## src/hw/rtl/abrp_pkg.sv

```systemverilog
package abrp_pkg;

  localparam int NUM_BUFFERS_DEF    = 4;
  localparam int BUFFER_SAMPLES_DEF = 2048;

  localparam int ACT_W    = 2;
  localparam int INDEX_W  = 11;
  localparam int SAMPLE_W = 8;
  localparam int COUNT_W  = 12;
  localparam int GAIN_W   = 4;
  localparam int DUTY_W   = 12;

  localparam logic [GAIN_W-1:0]   GAIN_RESET = 4'd8;
  localparam logic [SAMPLE_W-1:0] MIDSCALE   = 8'd128;

  typedef enum logic [ACT_W-1:0] {
    ACT_WRITE  = 2'd0,
    ACT_COMMIT = 2'd1,
    ACT_TICK   = 2'd2,
    ACT_ACK    = 2'd3
  } action_t;

endpackage

```

## src/hw/rtl/abrp_ctrl.sv

```systemverilog
module abrp_ctrl
  import abrp_pkg::*;
#(
  parameter int NUM_BUFFERS    = NUM_BUFFERS_DEF,
  parameter int BUFFER_SAMPLES = BUFFER_SAMPLES_DEF,
  localparam int ADDR_W        = $clog2(NUM_BUFFERS * BUFFER_SAMPLES)
) (
  input  logic                clk,
  input  logic                rst,
  input  logic [GAIN_W-1:0]   gain,
  input  logic                in_valid,
  output logic                in_stall,
  input  logic [ACT_W-1:0]    action,
  input  logic [INDEX_W-1:0]  sample_index,
  input  logic [SAMPLE_W-1:0] sample_value,
  input  logic [COUNT_W-1:0]  sample_count,
  output logic                out_valid,
  input  logic                out_stall,
  output logic [DUTY_W-1:0]   duty,
  output logic                duty_valid,
  output logic                accepted,
  output logic                underrun,
  output logic                ram_we,
  output logic [ADDR_W-1:0]   ram_waddr,
  output logic [SAMPLE_W-1:0] ram_wdata,
  output logic                ram_re,
  output logic [ADDR_W-1:0]   ram_raddr,
  input  logic [SAMPLE_W-1:0] ram_rdata
);

  localparam int SLOT_W = $clog2(NUM_BUFFERS);
  localparam int POS_W  = $clog2(BUFFER_SAMPLES);

  typedef enum logic {
    S_IDLE,
    S_EXEC
  } state_t;

  state_t              st;
  action_t             act_q;
  logic [COUNT_W-1:0]  cnt_q;
  logic                wr_ok_q;

  logic [SLOT_W-1:0]   write_slot, write_slot_next;
  logic [SLOT_W-1:0]   read_slot, read_slot_next;
  logic [COUNT_W-1:0]  samples_left, samples_left_next;
  logic [POS_W-1:0]    read_position, read_position_next;
  logic [SAMPLE_W-1:0] last_sample, last_sample_next;
  logic                underrun_flag, underrun_flag_next;
  logic                playing, playing_next;
  logic [COUNT_W-1:0]  counts [NUM_BUFFERS];

  logic [SLOT_W-1:0]   nxt_slot, rs_next;
  logic                ring_full, idx_ok, in_acc, exec_done;
  logic [COUNT_W-1:0]  sat_cnt;
  logic                cnt_we;
  logic                flag_upd, valid_res, acc_res;

  function automatic logic [SLOT_W-1:0] next_slot(input logic [SLOT_W-1:0] s);
    if (32'(s) == NUM_BUFFERS - 1) begin
      return '0;
    end
    return s + SLOT_W'(1);
  endfunction

  function automatic logic [ADDR_W-1:0] slot_base(input logic [SLOT_W-1:0] s);
    return ADDR_W'(s) * ADDR_W'(BUFFER_SAMPLES);
  endfunction

  assign nxt_slot  = next_slot(write_slot);
  assign rs_next   = next_slot(read_slot);
  assign ring_full = (nxt_slot == read_slot);
  assign idx_ok    = (32'(sample_index) < BUFFER_SAMPLES);
  assign in_stall  = (st != S_IDLE);
  assign in_acc    = in_valid && !in_stall;
  assign exec_done = (st == S_EXEC) && (!out_valid || !out_stall);

  assign ram_we    = in_acc && (action_t'(action) == ACT_WRITE) && idx_ok && !ring_full;
  assign ram_waddr = slot_base(nxt_slot) + ADDR_W'(sample_index);
  assign ram_wdata = sample_value;
  assign ram_re    = in_acc && (action_t'(action) == ACT_TICK);
  assign ram_raddr = (samples_left == '0) ? slot_base(rs_next)
                                          : slot_base(read_slot) + ADDR_W'(read_position);

  assign sat_cnt = (32'(cnt_q) > BUFFER_SAMPLES) ? COUNT_W'(BUFFER_SAMPLES) : cnt_q;

  always_comb begin
    write_slot_next    = write_slot;
    read_slot_next     = read_slot;
    samples_left_next  = samples_left;
    read_position_next = read_position;
    last_sample_next   = last_sample;
    playing_next       = playing;
    flag_upd           = underrun_flag;
    valid_res          = 1'b0;
    acc_res            = 1'b0;
    cnt_we             = 1'b0;
    unique case (act_q)
      ACT_WRITE: begin
        acc_res = wr_ok_q;
      end
      ACT_COMMIT: begin
        if (!ring_full) begin
          cnt_we          = 1'b1;
          write_slot_next = nxt_slot;
          acc_res         = 1'b1;
          if (!playing) begin
            playing_next       = 1'b1;
            read_slot_next     = nxt_slot;
            samples_left_next  = sat_cnt;
            read_position_next = '0;
          end
        end
      end
      ACT_TICK: begin
        if (playing) begin
          valid_res = 1'b1;
          if (samples_left == '0) begin
            if (read_slot == write_slot) begin
              flag_upd = 1'b1;
            end else begin
              read_slot_next     = rs_next;
              samples_left_next  = counts[rs_next];
              read_position_next = '0;
              if (counts[rs_next] != '0) begin
                last_sample_next = ram_rdata;
              end
            end
          end else begin
            last_sample_next   = ram_rdata;
            read_position_next = read_position + POS_W'(1);
            samples_left_next  = samples_left - COUNT_W'(1);
          end
        end
      end
      ACT_ACK: begin
      end
      default: begin
      end
    endcase
    underrun_flag_next = (act_q == ACT_ACK) ? 1'b0 : flag_upd;
  end

  always_ff @(posedge clk) begin
    if (rst) begin
      st            <= S_IDLE;
      out_valid     <= 1'b0;
      write_slot    <= '0;
      read_slot     <= '0;
      samples_left  <= '0;
      read_position <= '0;
      last_sample   <= MIDSCALE;
      underrun_flag <= 1'b1;
      playing       <= 1'b0;
    end else begin
      if (out_valid && !out_stall && !exec_done) begin
        out_valid <= 1'b0;
      end
      unique case (st)
        S_IDLE: begin
          if (in_valid) begin
            act_q   <= action_t'(action);
            cnt_q   <= sample_count;
            wr_ok_q <= idx_ok && !ring_full;
            st      <= S_EXEC;
          end
        end
        S_EXEC: begin
          if (exec_done) begin
            write_slot    <= write_slot_next;
            read_slot     <= read_slot_next;
            samples_left  <= samples_left_next;
            read_position <= read_position_next;
            last_sample   <= last_sample_next;
            underrun_flag <= underrun_flag_next;
            playing       <= playing_next;
            duty          <= valid_res ? DUTY_W'(last_sample_next * gain) : '0;
            duty_valid    <= valid_res;
            accepted      <= acc_res;
            underrun      <= flag_upd;
            out_valid     <= 1'b1;
            st            <= S_IDLE;
          end
        end
        default: begin
          st <= S_IDLE;
        end
      endcase
    end
  end

  always_ff @(posedge clk) begin
    if (exec_done && cnt_we) begin
      counts[nxt_slot] <= sat_cnt;
    end
  end

  a_idle_ring: assert property (@(posedge clk) disable iff (rst)
    !playing |-> (read_slot == write_slot && samples_left == '0))
    else $error("ring pointers moved before playback started");

  a_pos_bound: assert property (@(posedge clk) disable iff (rst)
    (32'(read_position) + 32'(samples_left)) <= BUFFER_SAMPLES)
    else $error("read position and remaining count exceed the buffer");

  a_duty_playing: assert property (@(posedge clk) disable iff (rst)
    (out_valid && duty_valid) |-> playing)
    else $error("duty value produced while not playing");

  a_result_kind: assert property (@(posedge clk) disable iff (rst)
    out_valid |-> !(duty_valid && accepted))
    else $error("result marks both a duty value and an accepted write");

endmodule

```

## config.mk

```make
export PLATFORM = sky130hd
export DESIGN_NAME = abrp_ctrl
export DESIGN_NICKNAME = d
export VERILOG_FILES = /design/src/hw/rtl/abrp_pkg.sv /design/src/hw/rtl/abrp_ctrl.sv
export SDC_FILE = /design/constraint.sdc
export NUM_CORES = 1
export LEC_CHECK = 0
export ABC_CLOCK_PERIOD_IN_PS = 5200
export BUFFER_PORTS_ARGS = -buffer_cell sky130_fd_sc_hd__buf_2
export CORE_MARGIN = 2
export CORE_UTILIZATION = 45
export DETAILED_ROUTE_END_ITERATION = 12
export PLACE_DENSITY = 0.68
export SETUP_SLACK_MARGIN = 0.02
export SYNTH_ARGS = -nofsm -noshare
export SYNTH_HDL_FRONTEND = slang
export SYNTH_SLANG_ARGS = --single-unit
```

## constraint.sdc

```tcl
create_clock -name clk -period 5.2 [get_ports clk]
set_input_delay 1.04 -clock clk [delete_from_list [all_inputs] [get_ports clk]]
set_output_delay 1.04 -clock clk [all_outputs]
set_load 0.005 [all_outputs]
```

==> results.py, run 1 <==
metrics = {
    "power": {
        "ir_worst_vdd_mv": 0.2653,
        "static_leak_nw": 3.016,
        "power-per-cell-area_nw_per_um2": 301.4,
    },
    "clocking": {
        "holdBufCountCts": 0,
        "h-tree-depth": 4,
        "clkLatencyLatePin_ps": 420,
        "ctsLongestPathBuffers": 2,
        "cts_inserted_buffers": 17,
        "root_buffer": "clkbuf_16",
        "cts_sinks": 117,
        "tritoncts": "built",
        "cts.clk_slew.worst_paths_ps": 50,
    },
    "synthesis": {
        "syn_area_per_cell_um2": 10.49,
        "synthesis.area_um2": 6768,
        "synthArstFlopShare_pct": 0,
        "syn-num-nets": 733,
        "synth-main-ff-cell": "edfxtp_1",
        "postSynthCellCount": 645,
        "ys.warnings.count": 0,
        "ys_types": 57,
        "synth_sequential_area_ratio_pct": 46.15,
        "synth-edff-count": 78,
        "yosys_register_bits": 117,
    },
    "min_path": {
        "worst_hold_startpoint": "samples_left[8]",
        "timing.hold.worst.class": "flop to flop",
        "min_path_cells": 2,
        "min_to": "samples_left[8]",
    },
    "floorplanning": {
        "boundaryPins": 102,
        "die-area_um2": 16040,
        "std_cell_rows": 44,
        "die_width_um": 126.6,
        "fp.dieH_um": 126.6,
        "placeableCoreArea_um2": 14590,
        "start_util_pct": 46.39,
    },
    "timing": {
        "final-hold-violation-count": 0,
        "slew_viol_final": 0,
        "final.setup.worst_slack_ps": 117.5,
        "clock-skew-final_ps": 6.656,
        "tightest_slew_ps": 1172,
        "fin_tns_setup_ps": 0,
        "finalCritPeriodShare_pct": 97.74,
        "relative_max_transition_margin_pct": 21.58,
        "finalSetupViolCount": 0,
        "period_minus_slack_ps": 5083,
        "fmaxAchievable_mhz": 196.8,
        "rsz0062_at_grt": "yes",
    },
    "setup_path": {
        "cpMostUsedCell": "fa_1",
        "r2r_setup_slk_ps": 120,
        "sequence_of_cells_on_the_critical_path": "ha_4 > or2_4 > buf_6 > mux4_2 > a31o_4 > a21oi_4 > mux2_4 > fa_1 > inv_2 > fa_1 > fa_2 > a21o_1 > a21oi_2 > o21bai_2 > a2111oi_4 > or4_1 > nand2_1",
        "worst-endpoint-arrival_ps": 5260,
        "worst_path_max_delay_cell": "fa_1",
        "cpPeakStageDelay_ps": 550,
        "kind_of_capture_point_of_the_worst_setup_path": "flop",
        "criticalPathCategory": "flop to flop",
        "worst_r2r_startpoint": "read_slot[0]",
        "startpoint_type": "flop",
        "critical_path_required_ps": 5380,
        "worst_r2r_path_depth": 17,
        "crit_fanout": 7,
        "worst_r2r_endpoint": "duty[10]",
    },
    "placed_design": {
        "placer_congestion": 0.8623,
        "detailed_place_hpwl_um": 10820,
        "placement.setup.worst_slack_ps": -234.5,
        "io_buffers": 63,
    },
    "detailed_routing": {
        "viasPerCell": 5.564,
        "drtIter0Drc": 451,
        "dr_total_vias": 4980,
        "drt_pass1_iterations": 5,
        "drcViolationCount": 0,
        "total_wirelength_um": 14960,
        "detail_route.wl_per_cell_um": 16.71,
        "number_of_nets_with_antenna_violations_after_routing": 0,
    },
    "global_route": {
        "grt_use_total_pct": 19.12,
        "first_global_vias": 4919,
        "grt_first_pass_wirelength_um": 24210,
        "grt_antenna_before_repair": 0,
        "pin_count_of_the_biggest_net_entering_global_routing": 34,
        "globalRouteOverflowTotal": 0,
    },
    "final_layout": {
        "syn2layout_area_growth_pct": 16.29,
        "drive_above_1_share_pct": 22.78,
        "antenna-diode-count": 0,
        "final_nets": 787,
    },
    "status": {
        "status": "completed",
    },
    "flow_run": {
        "maxCapViolCount": 0,
    },
}
[cells in the mapped netlist, types with 2 or more instances]
| master | n | area (µm²) |
|---|---|---|
| a21o_1 | 3 | 22.52 |
| a21oi_1 | 28 | 140.1 |
| a31o_2 | 3 | 26.28 |
| a32o_1 | 2 | 20.02 |
| and2_1 | 18 | 112.6 |
| and3_1 | 7 | 43.79 |
| and4_1 | 2 | 17.52 |
| buf_4 | 21 | 157.7 |
| buf_6 | 2 | 22.52 |
| clkbuf_1 | 26 | 97.59 |
| dfxtp_1 | 39 | 780.8 |
| edfxtp_1 | 78 | 2342 |
| fa_1 | 12 | 240.2 |
| ha_1 | 27 | 337.8 |
| inv_1 | 28 | 105.1 |
| mux2_2 | 2 | 22.52 |
| mux2_4 | 8 | 120.1 |
| mux2i_1 | 31 | 310.3 |
| mux4_2 | 12 | 270.3 |
| nand2_1 | 110 | 412.9 |
| nand2b_1 | 2 | 12.51 |
| nand3_1 | 13 | 65.06 |
| nand4_1 | 5 | 31.28 |
| nor2_1 | 50 | 187.7 |
| nor2b_1 | 11 | 68.82 |
| nor3_1 | 12 | 60.06 |
| nor4_1 | 3 | 18.77 |
| o211ai_1 | 18 | 135.1 |
| o21ai_0 | 16 | 80.08 |
| o21bai_1 | 2 | 15.01 |
| o31ai_1 | 2 | 15.01 |
| or2_2 | 2 | 12.51 |
| or3_1 | 2 | 12.51 |
| or4_1 | 7 | 52.55 |
| xnor2_1 | 6 | 52.55 |
| xor2_1 | 14 | 122.6 |
[cells by family after synthesis]
group	share of synthesized area [%]
simple gates	17.30
fa+ha+maj	8.541
mux	11.07
compound gates	8.264
flops	46.15
buf+inv	6.082
xor+xnor	2.588
[metal layers]
| layer | GRT usage [%] | share of wire (%) |
|---|---|---|
| met5 | 0 | 0 |
| met4 | 8.597 | 2.3 |
| met3 | 5.019 | 6.4 |
| met2 | 30.54 | 47 |
| met1 | 24.51 | 44 |
[layout make-up]
| class | instances | area, µm² |
|---|---|---|
| repair buffers | 87 | 523.0 |
| multi-input cells | 448 | 3322 |
| clock buffers | 19 | 432.9 |
| well taps | 184 | 230.2 |
| inverters | 28 | 105.1 |
| flip-flops and latches | 117 | 3126 |
| fillers | 1213 | 6719 |
| clock inverters | 12 | 131.4 |
[report_power, final]
part	switching [mW]	internal, mW
Combinational	0.144	0.0778
Sequential	0.0122	1.01
Clock	0.427	0.701
[registers in the layout, summed over array words and instances, names as in the netlist, 2 cells and up]
| signal | flops |
|---|---|
| last_sample | 8 |
| samples_left | 12 |
| read_slot | 2 |
| write_slot | 2 |
| counts | 48 |
| duty | 12 |
| read_position | 11 |
| act_q | 2 |
| cnt_q | 12 |
[worst max-delay path: cells and delay by family, from the launching register on]
family,cells,cell delay (ps)
AOI/OAI and AO/OA,6,1430
adders and majority gates,4,1570
buffers and inverters,2,170
DFF,1,340
muxes,2,770
and+or+nand+nor,3,520
[metrics by stage]
step | power (mW) | hold slack [ps] | instances | utilization (%) | cell area, µm²
final | 2.372 | 495.9 | 895 | 53.95 | 7870
after global routing | 2.455 | 517.8 | 895 | 53.95 | 7870
after CTS | 2.379 | 490.5 | 889 | 53.10 | 7747
after detailed placement | 1.257 | 483.3 | 857 | 49.13 | 7167
after global placement | 1.252 | 482.0 | 857 | 49.13 | 7167
after floorplan | 1.194 | 460.0 | 645 | - | 6789
[what timing repair did]
item | 4_1_cts | 5_1_grt
setup buffers | 1 | 6
pin swaps | 2 | 12
setup endpoints to repair | 4 | 4
gates resized for setup | 3 | 18
[placed cells by master (no fill, tap or decap), drive strengths merged, types with 5 or more instances in the layout]
master  count
nand2     110
buf        87
edfxtp     78
nor2       50
dfxtp      39
mux2i      31
inv        30
a21oi      29
ha         27
clkbuf     19
and2       18
o211ai     18
o21ai      16
xor2       14
mux4       13
nand3      13
nor3       13
fa         12
nor2b      11
mux2       10
or4         7
and3        7
xnor2       6
nand4       5
[how the worst max path moves through the flow]
stage / startpoint / cells after the start / slack, ps / endpoint
2_1_floorplan: read_slot[0] / 19 / 30 / duty[10]
3_3_place_gp: read_slot[0] / 20 / -50 / duty[10]
3_5_place_dp: read_slot[0] / 20 / -230 / duty[10]
4_1_cts: read_slot[0] / 17 / 30 / duty[10]
5_1_grt: read_slot[1] / 17 / -60 / duty[10]
6_report: read_slot[0] / 17 / 120 / duty[10]
Note: power is estimated with default switching activity, not from simulation.
==> inputs of run 2 (changes only) <==
CORE_UTILIZATION = 30   (was 45)
PLACE_DENSITY = unset   (was 0.68)
==> results.py, run 2 (synthesis results as in run 1) <==
metrics = {
    "floorplanning": {
        "std_cell_rows": 54,
        "die-area_um2": 23780,
        "placeableCoreArea_um2": 21960,
        "boundaryPins": 102,
        "die_width_um": 154.2,
        "fp.dieH_um": 154.2,
        "start_util_pct": 30.82,
    },
    "final_layout": {
        "largest_register_ffs": 48,
        "layout.area.seq_um2": 3123,
        "registers.top_by_ff_count": "counts",
        "drive_above_1_share_pct": 21.66,
        "antenna-diode-count": 0,
        "multi_input_comb_area_um2": 3263,
        "final_nets": 786,
        "final_common_cell": "nand2_1",
        "fillCellCount": 2163,
        "syn2layout_area_growth_pct": 16.57,
        "final-instance-count-excl-fill": 991,
        "finish.instance_area_um2": 7889,
        "mostFrequentLayoutCells": "110 x nand2_1, 78 x edfxtp_1, 63 x buf_2",
    },
    "power": {
        "ir_worst_vdd_mv": 0.2115,
        "power-per-cell-area_nw_per_um2": 293.3,
        "static_leak_nw": 3.003,
        "power_frac_comb_pct": 9.4,
        "power.share.switching_pct": 26.19,
        "share_seq_of_total_power_pct": 44.2,
        "switchingPower_uw": 605.9,
        "intPower_mw": 1.708,
        "clock_power_share_pct": 46.4,
    },
    "detailed_routing": {
        "drcViolationCount": 0,
        "number_of_nets_with_antenna_violations_after_routing": 0,
        "total_wirelength_um": 14620,
        "drtIter0Drc": 405,
        "detail_route.wl_per_cell_um": 14.75,
        "viasPerCell": 4.823,
        "drt_pass1_iterations": 5,
        "dr_total_vias": 4780,
    },
    "setup_path": {
        "startpoint_type": "flop",
        "crit_fanout": 6,
        "critical_path_required_ps": 5360,
        "kind_of_capture_point_of_the_worst_setup_path": "flop",
        "criticalPathCategory": "flop to flop",
        "timing.critical_path.buf_inv": 2,
        "cpPeakStageDelay_ps": 530,
        "worst_path_max_delay_cell": "fa_1",
        "worst-endpoint-arrival_ps": 5160,
        "timing.critical_path.max_delay_family": "adder cells",
        "sequence_of_cells_on_the_critical_path": "ha_1 > or2_4 > buf_4 > mux4_2 > a31o_4 > a21oi_4 > mux2_2 > fa_1 > inv_1 > fa_1 > fa_2 > a21o_1 > a21oi_2 > o21bai_1 > a2111oi_2 > or4_1 > nand2_1",
        "cpMostUsedCell": "fa_1",
    },
    "global_route": {
        "pin_count_of_the_biggest_net_entering_global_routing": 34,
        "grt_use_total_pct": 12.73,
        "first_global_vias": 4660,
        "globalRouteOverflowTotal": 0,
        "grt_first_pass_wirelength_um": 23890,
        "grt_antenna_before_repair": 0,
    },
    "min_path": {
        "timing.hold.worst.class": "flop to flop",
    },
    "placed_design": {
        "post_dp_cell_area_um2": 7320,
        "detailed_place_hpwl_um": 10870,
        "io_buffers": 63,
        "placer_congestion": 0.8198,
        "numPlacedInstances": 959,
    },
    "clocking": {
        "cts.clk_slew.worst_paths_ps": 60,
        "root_buffer": "clkbuf_16",
        "h-tree-depth": 4,
        "cts_sinks": 117,
        "ctsLongestPathBuffers": 2,
        "cts_inserted_buffers": 17,
        "tritoncts": "built",
        "holdBufCountCts": 0,
        "clkLatencyLatePin_ps": 420,
    },
    "status": {
        "status": "completed",
    },
    "timing": {
        "final-hold-violation-count": 0,
        "relative_max_transition_margin_pct": 53.54,
        "finalCritPeriodShare_pct": 96.10,
        "fmaxAchievable_mhz": 200.1,
        "rsz0062_at_grt": "no",
        "tightest_slew_ps": 697.0,
        "slew_viol_final": 0,
        "finalSetupViolCount": 0,
        "clock-skew-final_ps": 15.94,
        "period_minus_slack_ps": 4997,
    },
    "flow_run": {
        "maxCapViolCount": 0,
    },
}
-- run 2: cell types whose count changed in the layout (fill, tap and decap cells not counted), sizes merged --
cell,before,now
bufinv,2,0
clkinvlp,4,2
buf,87,86
inv,30,35
clkinv,4,5
clkbuf,19,18
-- run 2: worst reg2reg max path, delay by kind of cell, from the launching register on --
family,cells,cell delay (ps)
AO/OA/AOI/OAI,6,1290
adder cells (fa/ha/maj),4,1640
buffers and inverters,2,220
flip-flops,1,320
multiplexers,2,810
AND/OR/NAND/NOR,3,470
-- run 2: final cells by class --
| type | instances | share of cell area, % |
|---|---|---|
| Timing Repair Buffer | 86 | 6.344 |
| Sequential cell | 117 | 39.59 |
| Clock buffer | 18 | 5.440 |
| Multi-Input combinational cell | 448 | 41.36 |
| Clock inverter | 14 | 1.491 |
| Tap cell | 280 | 4.441 |
| Inverter | 28 | 1.332 |
-- run 2: final timing paths --
path                    from               to  slack, ps  depth (start not counted)
min reg2reg  samples_left[8]  samples_left[8]        500                          2
max             read_slot[1]         duty[10]        200                         17
min          samples_left[8]  samples_left[8]        500                          2
max reg2reg     read_slot[1]         duty[10]        200                         17
-- run 2: repair_timing --
| item | in CTS | in global routing |
|---|---|---|
| gates cloned | 0 | 0 |
| resized for setup | 2 | 3 |
| pin swaps | 0 | 2 |
| setup buffers | 0 | 0 |
| setup endpoints to repair | 3 | 3 |
-- run 2: power groups by stage --
stage	clock network, mW	registers, mW	logic [mW]
final	1.07	1.02	0.217
after global routing	1.15	1.02	0.241
after CTS	1.10	1.02	0.218
after detailed placement	0	1.04	0.217
after global placement	0	1.04	0.217
after floorplan	0	1.04	0.156
-- run 2: metal layers --
| metal | up-vias | routed length (µm) | share of wire [%] | global-route usage [%] |
|---|---|---|---|---|
| met5 | - | 0 | 0 | 0 |
| met2 | 103 | 6862 | 47 | 20.88 |
| met1 | 2291 | 7034 | 48 | 16.68 |
| met3 | 9 | 574 | 3.9 | 2.662 |
| met4 | 0 | 148 | 1.0 | 4.628 |
| li1 | 2377 | - | - | - |
-- run 2: metrics by stage --
step / util [%] / total power, mW / setup slack, ps / TNS [ps] / hold WS (ps)
2_1_floorplan: - / 1.194 / 28.52 / 0 / 460.0
3_5_place_dp: 33.33 / 1.259 / -82.61 / -118.2 / 492.0
3_3_place_gp: 33.33 / 1.259 / 13.90 / 0 / 483.5
6_report: 35.93 / 2.313 / 203.0 / 0 / 499.5
4_1_cts: 35.85 / 2.342 / 114.2 / 0 / 498.4
5_1_grt: 35.93 / 2.412 / 22.21 / 0 / 527.6
